===== src/hw/rtl/text_console_writer_top_defines.svh =====
// ----------------------------------------------------------------------------
// text_console_writer_top_defines.svh
// Assertion macros for the console writer RTL.
// ----------------------------------------------------------------------------
`ifndef TEXT_CONSOLE_WRITER_TOP_DEFINES_SVH
`define TEXT_CONSOLE_WRITER_TOP_DEFINES_SVH

// same-cycle implication, sampled on clk, off during rst
`define TCW_ASSERT_IMPL(lbl, ante, cons, msg) \
  lbl: assert property (@(posedge clk) disable iff (rst) (ante) |-> (cons)) \
    else $error(msg);

// next-cycle implication, sampled on clk, off during rst
`define TCW_ASSERT_NEXT(lbl, ante, cons, msg) \
  lbl: assert property (@(posedge clk) disable iff (rst) (ante) |=> (cons)) \
    else $error(msg);

`endif


===== src/hw/rtl/tcw_pkg.sv =====
`timescale 1ns / 1ps
// ----------------------------------------------------------------------------
// tcw_pkg
// Field widths, request codes and controller/datapath signal groups.
// ----------------------------------------------------------------------------
package tcw_pkg;

  localparam int MODE_W = 3;
  localparam int CHAR_W = 8;
  localparam int ATTR_W = 8;
  localparam int COL_W  = 7;
  localparam int ROW_W  = 5;
  localparam int CELL_W = CHAR_W + ATTR_W;

  typedef enum logic [MODE_W-1:0] {
    MODE_PUT    = 3'd0,
    MODE_SHOW   = 3'd1,
    MODE_SETCUR = 3'd2,
    MODE_CLEAR  = 3'd3,
    MODE_READ   = 3'd4
  } mode_t;

  localparam logic [CHAR_W-1:0] CHAR_NUL     = 8'h00;
  localparam logic [CHAR_W-1:0] CHAR_NEWLINE = 8'h0A;

  typedef struct packed {
    logic in_ready;
    logic latch_item;
    logic calc_addr;
    logic write_cell;
    logic read_cell;
    logic capture_read;
    logic cur_advance;
    logic cur_newline;
    logic cur_set;
    logic cur_home;
    logic scroll_start;
    logic clear_start;
    logic sweep_step;
    logic set_dropped;
    logic load_out;
  } tcw_cmd_t;

  typedef struct packed {
    logic [MODE_W-1:0] mode;
    logic              is_newline;
    logic              is_nul;
    logic              in_range;
    logic              at_last_col;
    logic              at_bottom;
    logic              sweep_last;
    logic              out_free;
  } tcw_stat_t;

endpackage


===== src/hw/rtl/tcw_controller.sv =====
`timescale 1ns / 1ps
// ----------------------------------------------------------------------------
// tcw_controller
// Request sequencer: decodes the latched request and steps the datapath.
// ----------------------------------------------------------------------------
module tcw_controller (
  input  logic               clk,
  input  logic               rst,
  input  logic               item_valid,
  input  tcw_pkg::tcw_stat_t stat,
  output tcw_pkg::tcw_cmd_t  cmd
);

  typedef enum logic [6:0] {
    S_INIT  = 7'b0000001,
    S_IDLE  = 7'b0000010,
    S_ADDR  = 7'b0000100,
    S_EXEC  = 7'b0001000,
    S_READ  = 7'b0010000,
    S_SWEEP = 7'b0100000,
    S_DONE  = 7'b1000000
  } state_t;

  state_t state;
  state_t state_next;

  always_ff @(posedge clk) begin
    if (rst) begin
      state <= S_INIT;
    end else begin
      state <= state_next;
    end
  end

  always_comb begin
    cmd        = '0;
    state_next = state;
    case (state)
      S_INIT: begin
        cmd.sweep_step = 1'b1;
        if (stat.sweep_last) begin
          state_next = S_IDLE;
        end
      end
      S_IDLE: begin
        cmd.in_ready = 1'b1;
        if (item_valid) begin
          cmd.latch_item = 1'b1;
          state_next     = S_ADDR;
        end
      end
      S_ADDR: begin
        cmd.calc_addr = 1'b1;
        state_next    = S_EXEC;
      end
      S_EXEC: begin
        state_next = S_DONE;
        case (stat.mode)
          tcw_pkg::MODE_PUT: begin
            if (stat.is_newline) begin
              cmd.cur_newline = 1'b1;
              if (stat.at_bottom) begin
                cmd.scroll_start = 1'b1;
                state_next       = S_SWEEP;
              end
            end else if (!stat.is_nul) begin
              cmd.write_cell = 1'b1;
              if (stat.at_last_col) begin
                cmd.cur_newline = 1'b1;
                if (stat.at_bottom) begin
                  cmd.scroll_start = 1'b1;
                  state_next       = S_SWEEP;
                end
              end else begin
                cmd.cur_advance = 1'b1;
              end
            end
          end
          tcw_pkg::MODE_SHOW: begin
            cmd.write_cell  = stat.in_range;
            cmd.set_dropped = !stat.in_range;
          end
          tcw_pkg::MODE_SETCUR: begin
            cmd.cur_set     = stat.in_range;
            cmd.set_dropped = !stat.in_range;
          end
          tcw_pkg::MODE_CLEAR: begin
            cmd.clear_start = 1'b1;
            cmd.cur_home    = 1'b1;
            state_next      = S_SWEEP;
          end
          tcw_pkg::MODE_READ: begin
            if (stat.in_range) begin
              cmd.read_cell = 1'b1;
              state_next    = S_READ;
            end else begin
              cmd.set_dropped = 1'b1;
            end
          end
          default: begin
          end
        endcase
      end
      S_READ: begin
        cmd.capture_read = 1'b1;
        state_next       = S_DONE;
      end
      S_SWEEP: begin
        cmd.sweep_step = 1'b1;
        if (stat.sweep_last) begin
          state_next = S_DONE;
        end
      end
      S_DONE: begin
        if (stat.out_free) begin
          cmd.load_out = 1'b1;
          state_next   = S_IDLE;
        end
      end
      default: begin
        state_next = S_INIT;
      end
    endcase
  end

endmodule


===== config.mk =====
export PLATFORM = sky130hd
export DESIGN_NAME = tcw_controller
export DESIGN_NICKNAME = d
export VERILOG_FILES = /design/src/hw/rtl/text_console_writer_top_defines.svh /design/src/hw/rtl/tcw_pkg.sv /design/src/hw/rtl/tcw_controller.sv
export SDC_FILE = /design/constraint.sdc
export NUM_CORES = 1
export LEC_CHECK = 0
export BUFFER_PORTS_ARGS = -buffer_cell sky130_fd_sc_hd__buf_2
export CELL_PAD_IN_SITES_DETAIL_PLACEMENT = 0
export CELL_PAD_IN_SITES_GLOBAL_PLACEMENT = 2
export CORE_MARGIN = 2
export CORE_UTILIZATION = 29
export DETAILED_ROUTE_END_ITERATION = 16
export HOLD_SLACK_MARGIN = 0.12
export MAX_ROUTING_LAYER = met4
export PLACE_DENSITY_LB_ADDON = 0.1
export SYNTH_ARGS = -nofsm -noshare
export SYNTH_HDL_FRONTEND = slang
export SYNTH_SLANG_ARGS = --single-unit

===== constraint.sdc =====
create_clock -name clk -period 2.7 [get_ports clk]
set_input_delay 0.675 -clock clk [delete_from_list [all_inputs] [get_ports clk]]
set_output_delay 0.675 -clock clk [all_outputs]
set_load 0.005 [all_outputs]

# --- After elaboration in Yosys (flattened, before gate mapping) ---
# Cells that the tools add are included.
word_totals:
  elab_cells: 62
  register_bits: 7
  output_inout_bits: 15
  input_bits: 13
op_classes:
  reduce_logical: 5
  n_mux: 41
  eq_ne: 15
ops:
  columns: ["cell", "n"]
  rows:
  - ["$mux 7", 9]
  - ["$pmux 7 s7", 1]
  - ["$mux 1", 23]
  - ["$pmux 7 s3", 1]
  - ["$mux 2", 4]
  - ["$ne 2x2->1 const B", 4]
  - ["$eq 7x1->1 const B", 1]
  - ["$eq 7x2->1 const B", 1]
  - ["$eq 7x3->1 const B", 1]
  - ["$eq 7x4->1 const B", 1]
  - ["$eq 7x5->1 const B", 1]
  - ["$eq 7x6->1 const B", 1]
  - ["$eq 7x7->1 const B", 1]
  - ["$eq 3x2->1 const B", 2]
  - ["$mux 6", 1]
  - ["$pmux 1 s2", 2]
  - ["$reduce_and 4->1", 1]
  - ["$reduce_or 2->1", 2]
  - ["$eq 3x1->1 const B", 1]
  - ["$eq 3x3->1 const B", 1]
  - ["$logic_not 3->1", 1]
  - ["$logic_not 1->1", 1]

# --- Logic depth before layout (Yosys ltp) ---
# Gate-level depths: netlist (run 1).
depth:
  ltp_word: 6
  depth_mapped: 5
  mapped_depth_nobuf: 4

# --- Worst setup path before layout (run 1) ---
# OpenSTA, ideal clock, no wires.
synth_path:
  kind: "input -> output"
  from: "in stat[7] (netlist name)"
  to: "out cmd[4] (netlist name)"
  path_stages: 3
  t_required_ps: 2025
  n_path_buf: 1
  t_arrival_ps: 1533
  path_slack_ps: 492
  path_cell_list: "clkbuf_8 -> or4_4 -> nor3b_2"
synth_lines:
  columns: ["item", "line_no", "text"]
  rows:
  - ["from (decl)", "tcw_controller.sv:10", "input tcw_pkg::tcw_stat_t stat,"]
  - ["to (decl)", "tcw_controller.sv:11", "output tcw_pkg::tcw_cmd_t cmd"]

==> impl_table.tex, run 1 <==
\begin{tabular}{lr}
\hline
Metric & Value \\
\hline
\multicolumn{2}{l}{\textbf{STA}} \\
Setup repair after global routing missed its margin & false \\
Least-Margin Pin Slew & 644 ps \\
Fin. Hold Viols & 0 \\
Setup Total Neg Slack & 0 ps \\
Number of setup violations in the final report & 0 \\
Clock Skews & around 9.2 ps \\
Max Freq & 395 MHz \\
Final worst-path cycle share & 0.939 \\
Tightest slew margin relative to the limit & 0.564 \\
Final critical delay including setup and external delays & 2530 ps \\
Final critical-path setup slack & 165 ps \\
Fin. max-slew vios & 0 \\
\multicolumn{2}{l}{\textbf{Worst setup path}} \\
Setup crit end kind & output pin \\
Highest net fanout along the worst path & 7 \\
Category of the critical setup timing path & flop to output pin \\
CP arrival & 1860 ps \\
Endpoint required time on the critical path & 2030 ps \\
CP max stage cell & sky130\_fd\_sc\_hd\_\_dfxtp\_1 \\
Slowest cell delay on critical path & 460 ps \\
Type of element launching the critical path & flop \\
Gate family responsible for the most delay along the worst path & simple AND/OR/NAND/NOR gates \\
Cells along the critical path & nor4b\_4 -> nand2\_2 -> or4\_4 -> nor3b\_2 -> buf\_2 \\
Critical path buffer and inverter count & 1 \\
\multicolumn{2}{l}{\textbf{Placement}} \\
Detailed-placement wirelength estimate & 1530 µm \\
GPL Wtd Cong & 0.801 \\
Worst Setup Slack post-DPL & between 300 and 400 ps \\
Count of input and output buffers & 27 \\
\multicolumn{2}{l}{\textbf{Drt}} \\
M1 WL & 921 µm \\
Total Routed Length & roughly 2000 µm \\
Number of search-and-repair iterations in the first detailed-routing pass & 3 \\
Wire length per cell after detailed routing & between 10 and 15 µm \\
Detailed Route Iter0 Violations & 15 \\
Detail-routed via count per cell & roughly 5.3 \\
Routed length on met2 & $\sim$950 µm \\
Count of nets left with antenna violations after detail routing & 0 \\
Top Layer Used & met4 \\
Routed length on met3 & slightly above 80 µm \\
Via count & 789 \\
Post-route DRC & 0 \\
\multicolumn{2}{l}{\textbf{Pwr}} \\
Sequential share of power & 0.327 \\
Gate power share & 0.460 \\
Leakage & 0.377 nW \\
Power Density & 528 nW/µm² \\
Peak ir drop on the vdd network & 0.227 mV \\
Design internal power & 274 µW \\
Clk network pwr share & 0.214 \\
Final total power & 470 µW \\
Net switching share of the total power & 0.417 \\
Switching power total & 196 µW \\
\multicolumn{2}{l}{\textbf{Cells and area}} \\
Layout cells sized above 1 & 0.353 \\
Largest register by flop count & state \\
Antenna diode count & 0 \\
Area overhead of the layout relative to synthesis & 16.0\% \\
Final-stage net count & 133 \\
Utilization of the core after routing & 0.356 \\
Number of flip-flops under the largest register name & 7 \\
Fill cell total of the finished layout & between 200 and 300 \\
Largest registers & state: 7 flops \\
\multicolumn{2}{l}{\textbf{Run status}} \\
Result of the run & finished clean \\
\multicolumn{2}{l}{\textbf{Floorplanning}} \\
Die boundary height & 55.5 µm \\
Number of core rows & 18 \\
Io pins & 28 \\
Initial Util & 0.307 \\
Overall die area & 3080 µm² \\
Die X-Extent & 55.5 µm \\
Area of the core & 2500 µm² \\
\multicolumn{2}{l}{\textbf{GRT}} \\
Wire length of the first global-routing pass & 3540 µm \\
Leftover overflow at the end of global routing & 0 \\
Largest net degree at the start of global routing & 12 \\
Number of antenna violations at the first check in global routing & 0 \\
Via count of the first global-routing pass & slightly below 800 \\
All-layer global routing usage & 0.144 \\
\multicolumn{2}{l}{\textbf{Synth}} \\
Number of flops mapped to enable cells by yosys & 0 \\
Portion of the post-synthesis area used by sequential elements & 0.182 \\
Synthesized net count & 107 \\
Most frequent cell after synthesis & sky130\_fd\_sc\_hd\_\_nor2\_1 \\
Post-synthesis cell area & 768 µm² \\
Gate count of the mapped netlist & 94 \\
Most area-consuming cells after synthesis & sky130\_fd\_sc\_hd\_\_dfxtp\_1, sky130\_fd\_sc\_hd\_\_clkbuf\_8, sky130\_fd\_sc\_hd\_\_nor3\_1 \\
Number of warnings issued by yosys & 0 \\
Commonest cells in the netlist & sky130\_fd\_sc\_hd\_\_nor2\_1, sky130\_fd\_sc\_hd\_\_nor3\_1, sky130\_fd\_sc\_hd\_\_dfxtp\_1 \\
Post-synth ARST share & 0 \\
Count of cell types in the netlist & 39 \\
Cell type with the highest aggregate area in the netlist & sky130\_fd\_sc\_hd\_\_dfxtp\_1 \\
Average cell area after synthesis & 8.17 µm² \\
Flip-flop and latch count after synthesis & 7 \\
Flip-flop cell with the highest count after synthesis & sky130\_fd\_sc\_hd\_\_dfxtp\_1 \\
Share of Yosys cell area claimed by the top area cell type & 0.182 \\
\multicolumn{2}{l}{\textbf{CTS}} \\
Cell at the root of the clock tree & sky130\_fd\_sc\_hd\_\_clkbuf\_4 \\
Number of buffers inserted by post-CTS setup repair & 0 \\
Total clock buffers created by CTS & 3 \\
Count of H-tree levels built during CTS & 1 \\
Clock buffer depth & 2 \\
Clock Pin Slew Worst Setup and Hold Paths & 60 ps \\
Hold-fix buffers, CTS & 0 \\
Clk sinks & 7 \\
Clock tree from TritonCTS & done \\
Cells resized by post-CTS repair & 0 \\
Clock latency reported for the late side of the worst-skew pair & about 260 ps \\
\multicolumn{2}{l}{\textbf{Worst hold path}} \\
Path category of the worst min-delay check & flop to flop \\
\multicolumn{2}{l}{\textbf{Run}} \\
\# Max-Cap Violations & 0 \\
\hline
\end{tabular}
stage by stage:
| step | hold slack (ps) | area [µm²] | cells |
|---|---|---|---|
| 4_1_cts | 693 | 891 | 149 |
| 3_3_place_gp | 689 | 865 | 145 |
| 6_report | 689 | 891 | 149 |
| 3_5_place_dp | 681 | 865 | 145 |
| 2_1_floorplan | 606 | 768 | 94 |
| 5_1_grt | 726 | 891 | 149 |
power by group through the flow:
stage | logic (mW) | registers (mW) | clock network (mW)
after global routing | 0.249 | 0.157 | 0.110
after CTS | 0.220 | 0.154 | 0.101
after floorplan | 0.181 | 0.136 | 0
after global placement | 0.218 | 0.156 | 0
after detailed placement | 0.219 | 0.157 | 0
final | 0.216 | 0.154 | 0.100
logic make-up (layout without fill, tap and decap cells):
kind of cell    after synthesis  in the layout  synth area share
simple gates                 54             54             0.476
compound gates               18             18             0.151
xor+xnor                      5              5            0.0570
flops                         7              7             0.182
buf+inv                      10             35             0.134
worst paths after layout:
kind	end	slack [ps]	depth (start not counted)	start
worst max-delay path	cmd[4]	170	5	state[3]
worst min-delay path	state[5]	690	3	state[5]
worst max register to register	state[0]	880	4	state[1]
worst min register to register	state[5]	690	3	state[5]
metal layers:
| layer | GRT usage | up-vias |
|---|---|---|
| met5 | - | - |
| met2 | 0.230 | 23 |
| li1 | - | 402 |
| met4 | 0.0732 | 0 |
| met3 | 0.0141 | 5 |
| met1 | 0.180 | 359 |
worst register-to-register path: cells and delay by family, from the launching register on:
kind	cells	cell delay [ps]
AO/OA/AOI/OAI	2	370
flip-flops	1	490
AND/OR/NAND/NOR	2	830
layout make-up:
cell class | instances | area [µm²] | area share
clock buffers | 4 | 26.3 | 0.0295
multi-input cells | 77 | 526 | 0.590
repair buffers | 30 | 158 | 0.177
well taps | 30 | 37.5 | 0.0421
flip-flops and latches | 7 | 140 | 0.157
inverters | 1 | 3.75 | 0.00421
cell usage in the layout (no fill, tap or decap), types with 2 or more instances in the layout:
cell type,count
sky130_fd_sc_hd__a21oi_1,4
sky130_fd_sc_hd__and3_1,5
sky130_fd_sc_hd__buf_2,27
sky130_fd_sc_hd__buf_4,3
sky130_fd_sc_hd__clkbuf_4,3
sky130_fd_sc_hd__dfxtp_1,7
sky130_fd_sc_hd__nand2_1,4
sky130_fd_sc_hd__nand2b_1,2
sky130_fd_sc_hd__nand3_1,3
sky130_fd_sc_hd__nand3b_1,2
sky130_fd_sc_hd__nor2_1,9
sky130_fd_sc_hd__nor3_1,8
sky130_fd_sc_hd__nor3b_1,3
sky130_fd_sc_hd__nor4_1,2
sky130_fd_sc_hd__nor4_2,2
sky130_fd_sc_hd__nor4b_1,2
sky130_fd_sc_hd__o211ai_1,4
sky130_fd_sc_hd__o21ai_0,5
sky130_fd_sc_hd__xnor2_1,2
sky130_fd_sc_hd__xor2_1,3
No activity file was read; power rests on OpenSTA's default activity.
==> run 2, diff against run 1 <==
- CELL_PAD_IN_SITES_DETAIL_PLACEMENT: 0 -> default
- CELL_PAD_IN_SITES_GLOBAL_PLACEMENT: 2 -> default
- CORE_UTILIZATION: 29 -> 35
- PLACE_DENSITY_LB_ADDON: 0.1 -> default
- RECOVER_POWER: default -> 100
==> impl_table.tex, run 2 (synthesis results as in run 1) <==
\begin{tabular}{lr}
\hline
Metric & Value \\
\hline
\multicolumn{2}{l}{\textbf{Drt}} \\
Total Routed Length & 1680 µm (-16\%) \\
Count of nets left with antenna violations after detail routing & 0 (unchanged) \\
Detailed Route Iter0 Violations & 12 (-3) \\
Detail-routed via count per cell & 5.28 (-0.27\%) \\
Post-route DRC & 0 (unchanged) \\
Via count & 771 (-2.3\%) \\
Wire length per cell after detailed routing & 11.5 µm (-14\%) \\
Number of search-and-repair iterations in the first detailed-routing pass & 4 (+1) \\
\multicolumn{2}{l}{\textbf{Run status}} \\
Result of the run & finished clean \\
\multicolumn{2}{l}{\textbf{Worst setup path}} \\
Highest net fanout along the worst path & 8 (+1) \\
Worst setup slack for register-to-register paths & 720 ps (-160 ps) \\
Source of the critical timing path & state[1] \\
Number of cell instances on the worst register-to-register path & 4 (unchanged) \\
Beginning of the worst register-to-register path & state[2] \\
Worst setup path endpoint & cmd[4] \\
Setup crit end kind & output pin \\
Reg-to-reg critical path endpoint & state[0] \\
Type of element launching the critical path & flop \\
CP arrival & 1880 ps (+20 ps) \\
Category of the critical setup timing path & flop to output pin \\
Endpoint required time on the critical path & 2030 ps (about the same) \\
\multicolumn{2}{l}{\textbf{Floorplanning}} \\
Initial Util & 0.380 (+0.0726) \\
Io pins & 28 (unchanged) \\
Die boundary height & 50.9 µm (-8.3\%) \\
Overall die area & 2590 µm² (-16\%) \\
Number of core rows & 16 (-2) \\
Die X-Extent & 50.9 µm (-8.3\%) \\
Area of the core & 2020 µm² (-19\%) \\
\multicolumn{2}{l}{\textbf{STA}} \\
Max Freq & 391 MHz (-0.79\%) \\
Final worst hold slack & 678 ps (-11.0 ps) \\
Least-Margin Pin Slew & 809 ps (+165 ps) \\
Clock Skews & 0.419 ps (-8.83 ps) \\
Final worst-path cycle share & 0.946 (+0.00750) \\
Setup Total Neg Slack & 0 ps (unchanged) \\
Setup repair after global routing missed its margin & false \\
Fin. Hold Viols & 0 (unchanged) \\
Fin. max-slew vios & 0 (unchanged) \\
Number of setup violations in the final report & 0 (unchanged) \\
Tightest slew margin relative to the limit & 0.455 (-0.109) \\
Final critical delay including setup and external delays & 2550 ps (+20.2 ps) \\
\multicolumn{2}{l}{\textbf{CTS}} \\
Hold-fix buffers, CTS & 0 (unchanged) \\
Total clock buffers created by CTS & 3 (unchanged) \\
Clock buffer depth & 2 (unchanged) \\
Clock tree from TritonCTS & done \\
Cell at the root of the clock tree & sky130\_fd\_sc\_hd\_\_clkbuf\_4 \\
Clk sinks & 7 (unchanged) \\
Clock latency reported for the late side of the worst-skew pair & 250 ps (about the same) \\
Count of H-tree levels built during CTS & 1 (unchanged) \\
Clock Pin Slew Worst Setup and Hold Paths & 50 ps (about the same) \\
\multicolumn{2}{l}{\textbf{GRT}} \\
All-layer global routing usage & 0.146 (+0.00229) \\
Wire length of the first global-routing pass & 2790 µm (-21\%) \\
Via count of the first global-routing pass & 674 (-14\%) \\
Largest net degree at the start of global routing & 12 (unchanged) \\
Number of antenna violations at the first check in global routing & 0 (unchanged) \\
Leftover overflow at the end of global routing & 0 (unchanged) \\
\multicolumn{2}{l}{\textbf{Cells and area}} \\
Non-filler instance count after layout & 146 (-2.0\%) \\
Layout cells sized above 1 & 0.294 (-0.0588) \\
Utilization of the core after routing & 0.431 (+0.0743) \\
Fill cell total of the finished layout & 231 (-21\%) \\
Antenna diode count & 0 (unchanged) \\
Largest registers & state: 7 flops \\
Largest register by flop count & state \\
Most common cell after layout, fill and taps aside & sky130\_fd\_sc\_hd\_\_buf\_2 \\
Number of flip-flops under the largest register name & 7 (unchanged) \\
Final-stage net count & 133 (unchanged) \\
Area overhead of the layout relative to synthesis & 13.4\% \\
Most frequent cells in the layout & sky130\_fd\_sc\_hd\_\_buf\_2, sky130\_fd\_sc\_hd\_\_nor2\_1, sky130\_fd\_sc\_hd\_\_nor3\_1, sky130\_fd\_sc\_hd\_\_clkbuf\_1, sky130\_fd\_sc\_hd\_\_dfxtp\_1 \\
\multicolumn{2}{l}{\textbf{Placement}} \\
Count of input and output buffers & 27 (unchanged) \\
GPL Wtd Cong & 0.781 (-2.5\%) \\
Number of placed instances with taps included & 141 (-2.8\%) \\
Detailed-placement wirelength estimate & 1320 µm (-14\%) \\
\multicolumn{2}{l}{\textbf{Worst hold path}} \\
Path category of the worst min-delay check & flop to flop \\
\multicolumn{2}{l}{\textbf{Pwr}} \\
Power Density & 522 nW/µm² (-1.2\%) \\
Leakage & 0.344 nW (-8.6\%) \\
Peak ir drop on the vdd network & 0.191 mV (-16\%) \\
\multicolumn{2}{l}{\textbf{Run}} \\
\# Max-Cap Violations & 0 (unchanged) \\
\hline
\end{tabular}
run 2: cell count changes in the layout (fill, tap and decap cells not counted), sizes merged:
cell,change
buf,-10
clkbuf,+10
run 2: worst min path at each step:
stage	from	end	cells after the start
global placement	state[5]	state[5]	3
detailed placement	state[5]	state[5]	3
CTS	state[5]	state[5]	3
global route	rst	state[1]	2
floorplan	state[5]	state[5]	3
finish	state[5]	state[4]	3
run 2: power breakdown:
part           internal (mW)  leakage [nW]  switching, mW
logic                 0.0935         0.272          0.112
clock network         0.0566        0.0150         0.0414
registers              0.118        0.0574         0.0336
total                  0.268         0.344          0.187
run 2: what timing repair did:
item,4_1_cts,5_1_grt
resized for setup,0,1
setup buffers,0,1
setup endpoints to repair,0,2
run 2: layer usage:
metal,GRT usage,wire [µm]
met1,0.175,787
met2,0.239,799
met3,0.0175,63
met4,0.0811,24
met5,-,0
run 2: worst max-delay path: stages (launching register included):
cell and delay [ps]:
sky130_fd_sc_hd__dfxtp_1 380, sky130_fd_sc_hd__nor4b_4 330, sky130_fd_sc_hd__nand2_2 160, sky130_fd_sc_hd__or4_4 460
sky130_fd_sc_hd__nor3b_2 160, sky130_fd_sc_hd__clkbuf_1 130
run 2: final cells by class:
| cell class | count | area [µm²] | area share |
|---|---|---|---|
| Multi-Input combinational cell | 77 | 519 | 0.596 |
| Timing Repair Buffer | 30 | 146 | 0.168 |
| Sequential cell | 7 | 141 | 0.162 |
| Tap cell | 27 | 33.8 | 0.0388 |
| Clock buffer | 4 | 26.3 | 0.0302 |
| Inverter | 1 | 3.75 | 0.00431 |
run 2: stage by stage:
| step | setup WS, ps | power (mW) | instance area, µm² |
|---|---|---|---|
| after detailed placement | 336 | 0.360 | 853 |
| final | 145 | 0.454 | 871 |
| after global routing | 23.3 | 0.500 | 871 |
| after CTS | 96.8 | 0.460 | 880 |
| after global placement | 355 | 0.356 | 853 |
| after floorplan | 492 | 0.317 | 768 |
==> run 3, diff against run 2 <==
- ABC_AREA: default -> 1
==> impl_table.tex, run 3 <==
\begin{tabular}{lr}
\hline
Metric & Value \\
\hline
\multicolumn{2}{l}{\textbf{Run status}} \\
Result of the run & finished clean \\
\multicolumn{2}{l}{\textbf{Placement}} \\
GPL Wtd Cong & 0.732 (-6.3\%) \\
Detailed-placement wirelength estimate & 1160 µm (-12\%) \\
Count of input and output buffers & 27 (unchanged) \\
\multicolumn{2}{l}{\textbf{CTS}} \\
Hold-fix buffers, CTS & 0 (unchanged) \\
Clock latency reported for the late side of the worst-skew pair & 250 ps (about the same) \\
Cell at the root of the clock tree & sky130\_fd\_sc\_hd\_\_clkbuf\_4 \\
Clock buffer depth & 2 (unchanged) \\
Clock tree from TritonCTS & done \\
Cells resized by post-CTS repair & 0 (unchanged) \\
Clk sinks & 7 (unchanged) \\
Total clock buffers created by CTS & 3 (unchanged) \\
Count of H-tree levels built during CTS & 1 (unchanged) \\
Number of buffers inserted by post-CTS setup repair & 0 (unchanged) \\
Clock Pin Slew Worst Setup and Hold Paths & 50 ps (about the same) \\
\multicolumn{2}{l}{\textbf{Synth}} \\
Gate count of the mapped netlist & 106 (+13\%) \\
Most frequent cell after synthesis & sky130\_fd\_sc\_hd\_\_nand2\_1 \\
Number of warnings issued by yosys & 0 (unchanged) \\
Flip-flop cell with the highest count after synthesis & sky130\_fd\_sc\_hd\_\_dfxtp\_1 \\
Number of flops mapped to enable cells by yosys & 0 (unchanged) \\
Post-synth ARST share & 0 (unchanged) \\
Most area-consuming cells after synthesis & sky130\_fd\_sc\_hd\_\_dfxtp\_1, sky130\_fd\_sc\_hd\_\_nand2\_1, sky130\_fd\_sc\_hd\_\_inv\_1 \\
Synthesized net count & 119 (+11\%) \\
Portion of the post-synthesis area used by sequential elements & 0.228 (+0.0457) \\
Commonest cells in the netlist & sky130\_fd\_sc\_hd\_\_nand2\_1, sky130\_fd\_sc\_hd\_\_inv\_1, sky130\_fd\_sc\_hd\_\_nor2\_1 \\
Share of Yosys cell area claimed by the top area cell type & 0.228 (+0.0457) \\
Post-synthesis cell area & 614 µm² (-20\%) \\
Count of cell types in the netlist & 18 (-54\%) \\
Cell type with the highest aggregate area in the netlist & sky130\_fd\_sc\_hd\_\_dfxtp\_1 \\
Average cell area after synthesis & 5.80 µm² (-29\%) \\
Flip-flop and latch count after synthesis & 7 (unchanged) \\
\multicolumn{2}{l}{\textbf{Cells and area}} \\
Antenna diode count & 0 (unchanged) \\
Largest register by flop count & state \\
Area overhead of the layout relative to synthesis & 20.6\% \\
Number of flip-flops under the largest register name & 7 (unchanged) \\
Layout cells sized above 1 & 0.213 (-0.0809) \\
Largest registers & state: 7 flops \\
Most common cell after layout, fill and taps aside & sky130\_fd\_sc\_hd\_\_nand2\_1 \\
Most frequent cells in the layout & sky130\_fd\_sc\_hd\_\_nand2\_1, sky130\_fd\_sc\_hd\_\_inv\_1, sky130\_fd\_sc\_hd\_\_nor2\_1, sky130\_fd\_sc\_hd\_\_buf\_2, sky130\_fd\_sc\_hd\_\_nand3\_1 \\
Final-stage net count & 150 (+13\%) \\
\multicolumn{2}{l}{\textbf{STA}} \\
Final critical delay including setup and external delays & 2340 ps (-215 ps) \\
Final worst-path cycle share & 0.866 (-0.0798) \\
Number of setup violations in the final report & 0 (unchanged) \\
Fin. max-slew vios & 0 (unchanged) \\
Tightest slew margin relative to the limit & 0.798 (+0.343) \\
Setup repair after global routing missed its margin & false \\
Fin. Hold Viols & 0 (unchanged) \\
Max Freq & 427 MHz (+9.2\%) \\
Clock Skews & 2.84 ps (+2.42 ps) \\
Setup Total Neg Slack & 0 ps (unchanged) \\
Least-Margin Pin Slew & 302 ps (-508 ps) \\
\multicolumn{2}{l}{\textbf{Floorplanning}} \\
Number of core rows & 15 (-1) \\
Io pins & 28 (unchanged) \\
Initial Util & 0.364 (-0.0162) \\
Area of the core & 1690 µm² (-16\%) \\
Overall die area & 2110 µm² (-19\%) \\
Die boundary height & 45.9 µm (-9.7\%) \\
Die X-Extent & 45.9 µm (-9.7\%) \\
\multicolumn{2}{l}{\textbf{Drt}} \\
Wire length per cell after detailed routing & 8.69 µm (-24\%) \\
Total Routed Length & 1330 µm (-21\%) \\
Post-route DRC & 0 (unchanged) \\
Count of nets left with antenna violations after detail routing & 0 (unchanged) \\
Detailed Route Iter0 Violations & 8 (-4) \\
Detail-routed via count per cell & 4.59 (-13\%) \\
Via count & 702 (-8.9\%) \\
Number of search-and-repair iterations in the first detailed-routing pass & 4 (unchanged) \\
\multicolumn{2}{l}{\textbf{Worst setup path}} \\
CP arrival & 1660 ps (-220 ps) \\
Endpoint required time on the critical path & 2030 ps (about the same) \\
Cells along the critical path & buf\_2 -> nor2\_1 -> clkinv\_1 -> nor2\_1 -> nand3\_1 -> o21ai\_0 -> nand2\_1 -> inv\_1 -> buf\_2 \\
CP max stage cell & sky130\_fd\_sc\_hd\_\_nor2\_1 \\
Highest net fanout along the worst path & 4 (-4) \\
Type of element launching the critical path & input port \\
Category of the critical setup timing path & input port to output pin \\
Slowest cell delay on critical path & 170 ps (-290 ps) \\
Setup crit end kind & output pin \\
\multicolumn{2}{l}{\textbf{Pwr}} \\
Power Density & 406 nW/µm² (-22\%) \\
Leakage & 0.417 nW (+21\%) \\
Peak ir drop on the vdd network & 0.139 mV (-27\%) \\
Final total power & 300 µW (-34\%) \\
\multicolumn{2}{l}{\textbf{GRT}} \\
All-layer global routing usage & 0.143 (-0.00324) \\
Leftover overflow at the end of global routing & 0 (unchanged) \\
Number of antenna violations at the first check in global routing & 0 (unchanged) \\
Via count of the first global-routing pass & 554 (-18\%) \\
Wire length of the first global-routing pass & 2090 µm (-25\%) \\
Largest net degree at the start of global routing & 8 (-4) \\
\multicolumn{2}{l}{\textbf{Run}} \\
\# Max-Cap Violations & 0 (unchanged) \\
\multicolumn{2}{l}{\textbf{Worst hold path}} \\
Path category of the worst min-delay check & flop to flop \\
\hline
\end{tabular}
run 3: cell type report:
type | count | area [µm²]
well taps | 17 | 21.3
multi-input cells | 74 | 337
flip-flops and latches | 7 | 140
repair buffers | 27 | 126
fillers | 202 | 948
inverters | 24 | 90.1
clock buffers | 4 | 26.3
run 3: final timing paths:
check | slack, ps | depth (start not counted) | from | end
max | 360 | 9 | stat[7] | cmd[11]
min | 510 | 2 | state[2] | state[3]
max reg2reg | 1240 | 7 | state[1] | state[5]
min reg2reg | 510 | 2 | state[2] | state[3]
run 3: metrics by stage:
step	setup slack [ps]	instance area, µm²	instances	utilization	hold slack [ps]
4_1_cts	455	790	153	0.467	520
3_3_place_gp	484	763	149	0.452	518
5_1_grt	233	741	153	0.439	549
6_report	361	741	153	0.439	513
2_1_floorplan	722	614	106	-	475
3_5_place_dp	457	763	149	0.452	511
run 3: worst max-delay path: cells and delay by family:
family          cells  cell delay [ps]
simple gates        4              520
buf+inv             4              380
compound gates      1              100
run 3: logic make-up (layout without fill, tap and decap cells):
kind of cell	count (synthesis)	after routing	synth area share
AND/OR/NAND/NOR	67	67	0.538
buffers and inverters	25	55	0.159
AO/OA/AOI/OAI	7	7	0.0754
flip-flops	7	7	0.228
run 3: layer usage:
layer	wire length, µm	share of wire	track usage
met1	619	0.47	0.163
met4	14	0.011	0.103
met5	0	0	-
met2	648	0.49	0.239
met3	46	0.035	0
run 3: power by group:
group          internal [mW]  switching [mW]  total (mW)
clock network         0.0562          0.0348      0.0909
logic                 0.0357          0.0568      0.0925
registers              0.112         0.00536       0.117
total                  0.203          0.0969       0.300
